===== src/design/rfcd_pkg.sv =====
// Shared types and constants for the reply frame completion detector.
`default_nettype none
package rfcd_pkg;

    localparam int LENGTH_BITS_DEF = 31;

    typedef enum logic [2:0] {
        PH_TYPE,
        PH_LINE,
        PH_HEADER,
        PH_BODY,
        PH_ELEM_TYPE,
        PH_DONE
    } phase_t;

    localparam logic [2:0] KIND_NONE    = 3'd0;
    localparam logic [2:0] KIND_SIMPLE  = 3'd1;
    localparam logic [2:0] KIND_ERROR   = 3'd2;
    localparam logic [2:0] KIND_INTEGER = 3'd3;
    localparam logic [2:0] KIND_BULK    = 3'd4;
    localparam logic [2:0] KIND_ARRAY   = 3'd5;

    localparam logic [7:0] CH_PLUS   = 8'h2B;
    localparam logic [7:0] CH_MINUS  = 8'h2D;
    localparam logic [7:0] CH_COLON  = 8'h3A;
    localparam logic [7:0] CH_DOLLAR = 8'h24;
    localparam logic [7:0] CH_STAR   = 8'h2A;
    localparam logic [7:0] CH_CR     = 8'h0D;
    localparam logic [7:0] CH_LF     = 8'h0A;
    localparam logic [7:0] CH_SPACE  = 8'h20;
    localparam logic [7:0] CH_TAB    = 8'h09;
    localparam logic [7:0] CH_ZERO   = 8'h30;
    localparam logic [7:0] CH_NINE   = 8'h39;

endpackage
`default_nettype wire


===== src/design/reply_frame_completion_detector.sv =====
// Top level: byte-wide reply framer reporting completion and malformed status.
//
//  channel | dir | tdata                                   | tuser
//  s_      | in  | [7:0] data_byte                         | [0] start_of_reply
//  m_      | out | [0] complete [1] malformed [4:2] kind   | -
//
// One result transaction per input transaction. Each byte goes through an input
// register, then one pass of parse logic into the result register (the decimal
// accumulator and the body counter set the path). One byte per cycle sustained
// while the result is not stalled. Synchronous active-low reset clears parse
// state and both valid flags. A stalled result holds; the input register still
// takes a byte while the result register is free or being drained.
`default_nettype none
module reply_frame_completion_detector #(
    parameter int LENGTH_BITS = rfcd_pkg::LENGTH_BITS_DEF
) (
    input  wire logic       aclk,
    input  wire logic       aresetn,
    input  wire logic       s_tvalid,
    output logic            s_tready,
    input  wire logic [7:0] s_tdata,   // [7:0] data_byte
    input  wire logic [0:0] s_tuser,   // [0] start_of_reply
    output logic            m_tvalid,
    input  wire logic       m_tready,
    output logic [7:0]      m_tdata    // [0] complete, [1] malformed, [4:2] reply_kind
);

    localparam int LB = LENGTH_BITS;

    // input stage
    logic       in_valid_reg;
    logic [7:0] in_byte_reg;
    logic       in_start_reg;

    // result stage
    logic       out_valid_reg;
    logic [7:0] out_data_reg;
    logic [7:0] out_data_next;

    logic advance;

    // parse state
    rfcd_pkg::phase_t phase_reg, phase_next, cur_phase;
    logic          cr_reg, cr_next, cur_cr;
    logic [LB-1:0] hv_reg, hv_next, cur_hv;
    logic          neg_reg, neg_next, cur_neg;
    logic          hasd_reg, hasd_next, cur_hasd;
    logic          closed_reg, closed_next, cur_closed;
    logic          sign_reg, sign_next, cur_sign;
    logic [LB:0]   body_reg, body_next, cur_body;
    logic [LB-1:0] el_reg, el_next, cur_el;
    logic          inside_reg, inside_next, cur_inside;
    logic [2:0]    kind_reg, kind_next, cur_kind;
    logic          comp_reg, comp_next, cur_comp;
    logic          malf_reg, malf_next, cur_malf;

    logic          is_digit;
    logic          is_space;
    logic          line_end;
    logic [LB+3:0] prod;
    logic          ovf;
    logic [LB-1:0] el_dec;
    logic [LB:0]   body_dec;
    logic          seg_end;
    logic          open_seg;

    assign advance  = in_valid_reg && (!out_valid_reg || m_tready);
    assign s_tready = !in_valid_reg || advance;
    assign m_tvalid = out_valid_reg;
    assign m_tdata  = out_data_reg;

    always_ff @(posedge aclk) begin
        if (!aresetn) begin
            in_valid_reg  <= 1'b0;
            out_valid_reg <= 1'b0;
        end else begin
            if (s_tready) begin
                in_valid_reg <= s_tvalid;
            end
            if (advance) begin
                out_valid_reg <= 1'b1;
            end else if (m_tready) begin
                out_valid_reg <= 1'b0;
            end
        end
        if (s_tready && s_tvalid) begin
            in_byte_reg  <= s_tdata;
            in_start_reg <= s_tuser[0];
        end
        if (advance) begin
            out_data_reg <= out_data_next;
        end
    end

    always_ff @(posedge aclk) begin
        if (!aresetn) begin
            phase_reg  <= rfcd_pkg::PH_TYPE;
            cr_reg     <= 1'b0;
            hv_reg     <= '0;
            neg_reg    <= 1'b0;
            hasd_reg   <= 1'b0;
            closed_reg <= 1'b0;
            sign_reg   <= 1'b0;
            body_reg   <= '0;
            el_reg     <= '0;
            inside_reg <= 1'b0;
            kind_reg   <= rfcd_pkg::KIND_NONE;
            comp_reg   <= 1'b0;
            malf_reg   <= 1'b0;
        end else if (advance) begin
            phase_reg  <= phase_next;
            cr_reg     <= cr_next;
            hv_reg     <= hv_next;
            neg_reg    <= neg_next;
            hasd_reg   <= hasd_next;
            closed_reg <= closed_next;
            sign_reg   <= sign_next;
            body_reg   <= body_next;
            el_reg     <= el_next;
            inside_reg <= inside_next;
            kind_reg   <= kind_next;
            comp_reg   <= comp_next;
            malf_reg   <= malf_next;
        end
    end

    // start of reply replaces the stored state with the reset state
    always_comb begin
        if (in_start_reg) begin
            cur_phase  = rfcd_pkg::PH_TYPE;
            cur_cr     = 1'b0;
            cur_hv     = '0;
            cur_neg    = 1'b0;
            cur_hasd   = 1'b0;
            cur_closed = 1'b0;
            cur_sign   = 1'b0;
            cur_body   = '0;
            cur_el     = '0;
            cur_inside = 1'b0;
            cur_kind   = rfcd_pkg::KIND_NONE;
            cur_comp   = 1'b0;
            cur_malf   = 1'b0;
        end else begin
            cur_phase  = phase_reg;
            cur_cr     = cr_reg;
            cur_hv     = hv_reg;
            cur_neg    = neg_reg;
            cur_hasd   = hasd_reg;
            cur_closed = closed_reg;
            cur_sign   = sign_reg;
            cur_body   = body_reg;
            cur_el     = el_reg;
            cur_inside = inside_reg;
            cur_kind   = kind_reg;
            cur_comp   = comp_reg;
            cur_malf   = malf_reg;
        end
    end

    assign is_digit = (in_byte_reg >= rfcd_pkg::CH_ZERO) && (in_byte_reg <= rfcd_pkg::CH_NINE);
    assign is_space = (in_byte_reg == rfcd_pkg::CH_SPACE)
                   || ((in_byte_reg >= rfcd_pkg::CH_TAB) && (in_byte_reg <= rfcd_pkg::CH_CR));
    assign line_end = cur_cr && (in_byte_reg == rfcd_pkg::CH_LF);
    // value * 10 + digit
    assign prod     = {1'b0, cur_hv, 3'b000} + {3'b000, cur_hv, 1'b0}
                    + {{LB{1'b0}}, in_byte_reg[3:0]};
    assign ovf      = |prod[LB+3:LB];
    assign el_dec   = cur_el - {{(LB-1){1'b0}}, 1'b1};
    assign body_dec = cur_body - {{LB{1'b0}}, 1'b1};

    always_comb begin
        phase_next  = cur_phase;
        cr_next     = cur_cr;
        hv_next     = cur_hv;
        neg_next    = cur_neg;
        hasd_next   = cur_hasd;
        closed_next = cur_closed;
        sign_next   = cur_sign;
        body_next   = cur_body;
        el_next     = cur_el;
        inside_next = cur_inside;
        kind_next   = cur_kind;
        comp_next   = cur_comp;
        malf_next   = cur_malf;
        seg_end     = 1'b0;
        open_seg    = 1'b0;

        unique case (cur_phase)
            rfcd_pkg::PH_TYPE: begin
                case (in_byte_reg)
                    rfcd_pkg::CH_PLUS:   kind_next = rfcd_pkg::KIND_SIMPLE;
                    rfcd_pkg::CH_MINUS:  kind_next = rfcd_pkg::KIND_ERROR;
                    rfcd_pkg::CH_COLON:  kind_next = rfcd_pkg::KIND_INTEGER;
                    rfcd_pkg::CH_DOLLAR: kind_next = rfcd_pkg::KIND_BULK;
                    rfcd_pkg::CH_STAR:   kind_next = rfcd_pkg::KIND_ARRAY;
                    default:             kind_next = rfcd_pkg::KIND_NONE;
                endcase
                if (kind_next == rfcd_pkg::KIND_NONE) begin
                    malf_next  = 1'b1;
                    phase_next = rfcd_pkg::PH_DONE;
                end else if (kind_next >= rfcd_pkg::KIND_BULK) begin
                    open_seg   = 1'b1;
                    phase_next = rfcd_pkg::PH_HEADER;
                end else begin
                    open_seg   = 1'b1;
                    phase_next = rfcd_pkg::PH_LINE;
                end
            end
            rfcd_pkg::PH_ELEM_TYPE: begin
                case (in_byte_reg) inside
                    rfcd_pkg::CH_PLUS, rfcd_pkg::CH_MINUS, rfcd_pkg::CH_COLON: begin
                        open_seg   = 1'b1;
                        phase_next = rfcd_pkg::PH_LINE;
                    end
                    rfcd_pkg::CH_DOLLAR: begin
                        open_seg   = 1'b1;
                        phase_next = rfcd_pkg::PH_HEADER;
                    end
                    rfcd_pkg::CH_STAR: begin
                        comp_next  = 1'b1;
                        phase_next = rfcd_pkg::PH_DONE;
                    end
                    default: begin
                        malf_next  = 1'b1;
                        phase_next = rfcd_pkg::PH_DONE;
                    end
                endcase
            end
            rfcd_pkg::PH_LINE: begin
                if (line_end) begin
                    seg_end = 1'b1;
                end else begin
                    cr_next = (in_byte_reg == rfcd_pkg::CH_CR);
                end
            end
            rfcd_pkg::PH_HEADER: begin
                if (line_end) begin
                    if (!cur_hasd) begin
                        malf_next  = 1'b1;
                        phase_next = rfcd_pkg::PH_DONE;
                    end else if (!cur_inside && (cur_kind == rfcd_pkg::KIND_ARRAY)) begin
                        if (cur_neg || (cur_hv == '0)) begin
                            comp_next  = 1'b1;
                            phase_next = rfcd_pkg::PH_DONE;
                        end else begin
                            el_next     = cur_hv;
                            inside_next = 1'b1;
                            open_seg    = 1'b1;
                            phase_next  = rfcd_pkg::PH_ELEM_TYPE;
                        end
                    end else if (cur_neg && (cur_hv != '0)) begin
                        seg_end = 1'b1;
                    end else begin
                        body_next  = {1'b0, cur_hv} + {{(LB-1){1'b0}}, 2'd2};
                        phase_next = rfcd_pkg::PH_BODY;
                    end
                end else begin
                    cr_next = (in_byte_reg == rfcd_pkg::CH_CR);
                    if (!cur_closed) begin
                        if (is_digit) begin
                            if (ovf) begin
                                malf_next  = 1'b1;
                                phase_next = rfcd_pkg::PH_DONE;
                            end else begin
                                hv_next   = prod[LB-1:0];
                                hasd_next = 1'b1;
                            end
                        end else if (!cur_hasd && !cur_sign && is_space) begin
                            hasd_next = cur_hasd;
                        end else if (!cur_hasd && !cur_sign
                                     && ((in_byte_reg == rfcd_pkg::CH_PLUS)
                                      || (in_byte_reg == rfcd_pkg::CH_MINUS))) begin
                            sign_next = 1'b1;
                            neg_next  = (in_byte_reg == rfcd_pkg::CH_MINUS);
                        end else begin
                            closed_next = 1'b1;
                        end
                    end
                end
            end
            rfcd_pkg::PH_BODY: begin
                body_next = body_dec;
                if (body_dec == '0) begin
                    seg_end = 1'b1;
                end
            end
            default: begin
                phase_next = cur_phase;
            end
        endcase

        // end of a line, header or body: next element or end of reply
        if (seg_end) begin
            if (cur_inside) begin
                el_next = el_dec;
                if (el_dec == '0) begin
                    comp_next  = 1'b1;
                    phase_next = rfcd_pkg::PH_DONE;
                end else begin
                    open_seg   = 1'b1;
                    phase_next = rfcd_pkg::PH_ELEM_TYPE;
                end
            end else begin
                comp_next  = 1'b1;
                phase_next = rfcd_pkg::PH_DONE;
            end
        end

        if (open_seg) begin
            cr_next     = 1'b0;
            hv_next     = '0;
            neg_next    = 1'b0;
            hasd_next   = 1'b0;
            closed_next = 1'b0;
            sign_next   = 1'b0;
        end

        out_data_next = {3'b000, kind_next, malf_next, comp_next};
    end

    a_flags_exclusive: assert property (@(posedge aclk) disable iff (!aresetn)
        !(comp_reg && malf_reg))
        else $error("complete and malformed both set");

    a_done_iff_flag: assert property (@(posedge aclk) disable iff (!aresetn)
        (phase_reg == rfcd_pkg::PH_DONE) == (comp_reg || malf_reg))
        else $error("done phase disagrees with status flags");

    a_inside_is_array: assert property (@(posedge aclk) disable iff (!aresetn)
        inside_reg |-> (kind_reg == rfcd_pkg::KIND_ARRAY))
        else $error("element count active outside an array reply");

    a_body_nonzero: assert property (@(posedge aclk) disable iff (!aresetn)
        (phase_reg == rfcd_pkg::PH_BODY) |-> (body_reg != '0))
        else $error("body phase with no bytes left");

    a_result_follows_step: assert property (@(posedge aclk) disable iff (!aresetn)
        advance |=> (m_tvalid && (m_tdata == $past(out_data_next))))
        else $error("result register missed a parse step");

endmodule
`default_nettype wire

===== config.mk =====
export PLATFORM = sky130hd
export DESIGN_NAME = reply_frame_completion_detector
export DESIGN_NICKNAME = d
export VERILOG_FILES = /design/src/design/rfcd_pkg.sv /design/src/design/reply_frame_completion_detector.sv
export SDC_FILE = /design/constraint.sdc
export NUM_CORES = 1
export LEC_CHECK = 0
export BUFFER_PORTS_ARGS = -buffer_cell sky130_fd_sc_hd__buf_2
export CORE_UTILIZATION = 65
export DETAILED_ROUTE_END_ITERATION = 12
export PLACE_DENSITY = 0.79
export SYNTH_ARGS = -nofsm -noshare
export SYNTH_HDL_FRONTEND = slang
export SYNTH_SLANG_ARGS = --single-unit
export TNS_END_PERCENT = 10

===== constraint.sdc =====
create_clock -name aclk -period 6.6 [get_ports aclk]
set_input_delay 0.33 -clock aclk [delete_from_list [all_inputs] [get_ports aclk]]
set_output_delay 0.33 -clock aclk [all_outputs]
set_load 0.05 [all_outputs]

==> run_results.csv <==
group,metric,value,unit
logic_synthesis,synthArstFlopShare,0,
floorplan,die_x,137,um
global_route,grt_pass1_wl,64.2,mm
routing,drt_drc_violations_left,0,
logic_synthesis,ys_warn_count,0,
placed_design,port_buffers,19,
routing,routedWlPerCell,23.2,um
setup_path,path_class,"flip-flop to flip-flop",
cts,htree_levels,4,
power_and_ir_drop,power.leakage,4.95,nW
floorplan,num_rows,48,
logic_synthesis,synth.most_common_cell,"nand2_1",
cts,cts_resized,0,
final_layout,multi_input_area,8500,um^2
routing,drt_iter0_drc,2025,
placed_design,dp.cells,1753,
logic_synthesis,synth_cells,1612,
final_layout,nNetsFinal,1627,
logic_synthesis,synth_area_leaders,"dfxtp_1, ha_1, nand2_1, a21oi_1, nor2_1",
routing,drt_pass1_iterations,7,
logic_synthesis,ys_top_cells_by_count,"nand2_1, nor2_1, a21oi_1",
cts,ctsHoldBuffers,0,
final_layout,area_growth,5.21,%
cts,clkTransAtPathRegs,60,ps
logic_synthesis,syn_avg_cell_area,7.30,um^2
timing,max_freq,179,MHz
final_layout,stdcell_count,1785,
timing,slew_headroom,0.230,
final_layout,fill_cells,1512,
run_status,status,"completed",
floorplan,core_area,17500,um^2
flow_run,maxCapViolCount,0,
routing,vias,13300,
final_layout,insertedDiodeCount,0,
timing,final-max-slew-violation-count,0,
placed_design,post-place-ws,1350,ps
logic_synthesis,syn_area,11800,um^2
logic_synthesis,ys_types,89,
final_layout,seq_area,2620,um^2
setup_path,required,6900,ps
routing,antenna_left,0,
cts,clk_latency,440,ps
final_layout,largest_register_ff_count,32,
logic_synthesis,synthFlopType,"dfxtp_1",
floorplan,initial_utilization,0.674,
timing,finalHoldViolations,0,
placed_design,gp_congestion,1.06,
logic_synthesis,synth_area_leader_cell,"dfxtp_1",
setup_path,max_stage_delay,610,ps
setup_path,crit_chain,"buf_4, buf_4, nor2b_1, ha_1, ha_1, a21oi_1, nor2b_1, o41ai_1, a21oi_1, nor4b_1, a2bb2oi_1, nand4_1, mux2i_1, o21ai_0",
cts,postCtsSetupBuffers,0,
timing,clock-skew-final,9.50,ps
setup_path,cp-end-kind,"flip-flop",
timing,layout_setup_ws,1030,ps
logic_synthesis,ys_ff_latch,124,
setup_path,r2r-start,"in_start_reg",
global_route,grt_max_degree,63,
floorplan,dieArea,18700,um^2
placed_design,dp_hpwl,29.8,mm
cts,cts_made_buffers,17,
cts,root_buffer,"clkbuf_16",
setup_path,worstSetupStartpoint,"in_start_reg",
cts,cts.sinks,124,
timing,setup_viol,0,
timing,grt_setup_unrepaired,"false",
logic_synthesis,synth.top_cell.area_share,0.187,
final_layout,layout-drive-gt1-share,0.0692,
global_route,grt_pass1_vias,11600,
power_and_ir_drop,power_density,177,nW/um^2
timing,min_period,5570,ps
routing,via_per_inst,7.46,
global_route,antenna_found_initial,0,
timing,finalSetupTns,0,ps
logic_synthesis,ys_seq_area_frac,0.223,
setup_path,slowest_stage,"nand4_1",
floorplan,pin_count,23,
setup_path,crit_arrival,5880,ps
setup_path,startpoint_type,"flip-flop",
cts,clock_path_buffers,2,
setup_path,cp_max_fo,36,
timing,tightest_slew,1150,ps
routing,drt_wl_total,41.3,mm
min_path,min-delay-start,"s_tdata[2]",
power_and_ir_drop,vdd_drop_max,0.280,mV
floorplan,fp.dieH,137,um
cts,cts_tree,"yes",
min_path,hold_path.class,"primary input to flip-flop",
global_route,globalRouteOverflowTotal,0,
timing,finalCritPeriodShare,0.845,
logic_synthesis,synth_edf_count,14,
global_route,grt_usage,0.446,
power_and_ir_drop,finalPower,2.19,mW
==> critical path, delay by kind of cell, from the launching register on <==
kind | cells | cell delay (ps)
and+or+nand+nor | 4 | 1200
AOI/OAI and AO/OA | 5 | 1570
muxes | 1 | 400
adders and majority gates | 2 | 740
DFF | 1 | 580
buffers and inverters | 2 | 880
==> metal layers <==
layer | share of wire | track usage | routed length, um | up-vias
met5 | 0 | 0 | 0 | -
met4 | 0.053 | 0.225 | 2210 | 0
met3 | 0.13 | 0.121 | 5480 | 198
met2 | 0.41 | 0.646 | 17100 | 1019
met1 | 0.40 | 0.603 | 16500 | 6165
li1 | - | - | - | 5939
==> metrics by stage <==
stage,hold WS (ps),area [um^2],util
2_1_floorplan,426,11800,-
3_3_place_gp,445,11800,0.673
3_5_place_dp,454,11800,0.673
4_1_cts,58.8,12400,0.709
5_1_grt,54.6,12400,0.709
6_report,58.8,12400,0.709
==> logic make-up after synthesis <==
group | after synthesis | synth area share
buffers and inverters | 154 | 0.0559
and+or+nand+nor | 663 | 0.286
DFF | 124 | 0.223
other | 1 | 0.000319
xor gates and xnor gates | 66 | 0.0491
AOI/OAI and AO/OA | 513 | 0.294
muxes | 24 | 0.0205
adders and majority gates | 67 | 0.0718
==> area by class of cell <==
| class | instances | area share |
|---|---|---|
| multi-input combinational | 1336 | 0.687 |
| clock inverter | 15 | 0.0160 |
| clock buffer | 17 | 0.0343 |
| inverter | 29 | 0.00879 |
| sequential | 124 | 0.212 |
| tap | 225 | 0.0227 |
| timing repair buffer | 39 | 0.0198 |
==> path summary, 6_finish.rpt <==
path	end	slack, ps	depth (start not counted)
worst max-delay path	hv_reg[2]	1030	14
worst max register to register	hv_reg[2]	1030	14
worst min-delay path	in_byte_reg[2]	60	1
worst min register to register	kind_reg[2]	460	2
==> placed cells by master, fill, tap and decap left out, types with 26 or more instances in the layout <==
cell type,count
nand2_1,189
nor2_1,143
a21oi_1,124
dfxtp_1,110
o21ai_0,101
ha_1,66
nor3_1,53
nor2b_1,47
nand3_1,41
xnor2_1,39
nand4_1,35
a31oi_1,34
nor4_1,32
xor2_1,27
a22o_1,27
inv_1,26
==> report_power, final <==
part           internal (mW)  switching [mW]
combinational          0.115           0.236
clock                  0.608           0.413
sequential             0.782          0.0329
total                   1.50           0.682
(Power assumes the default switching activity.)
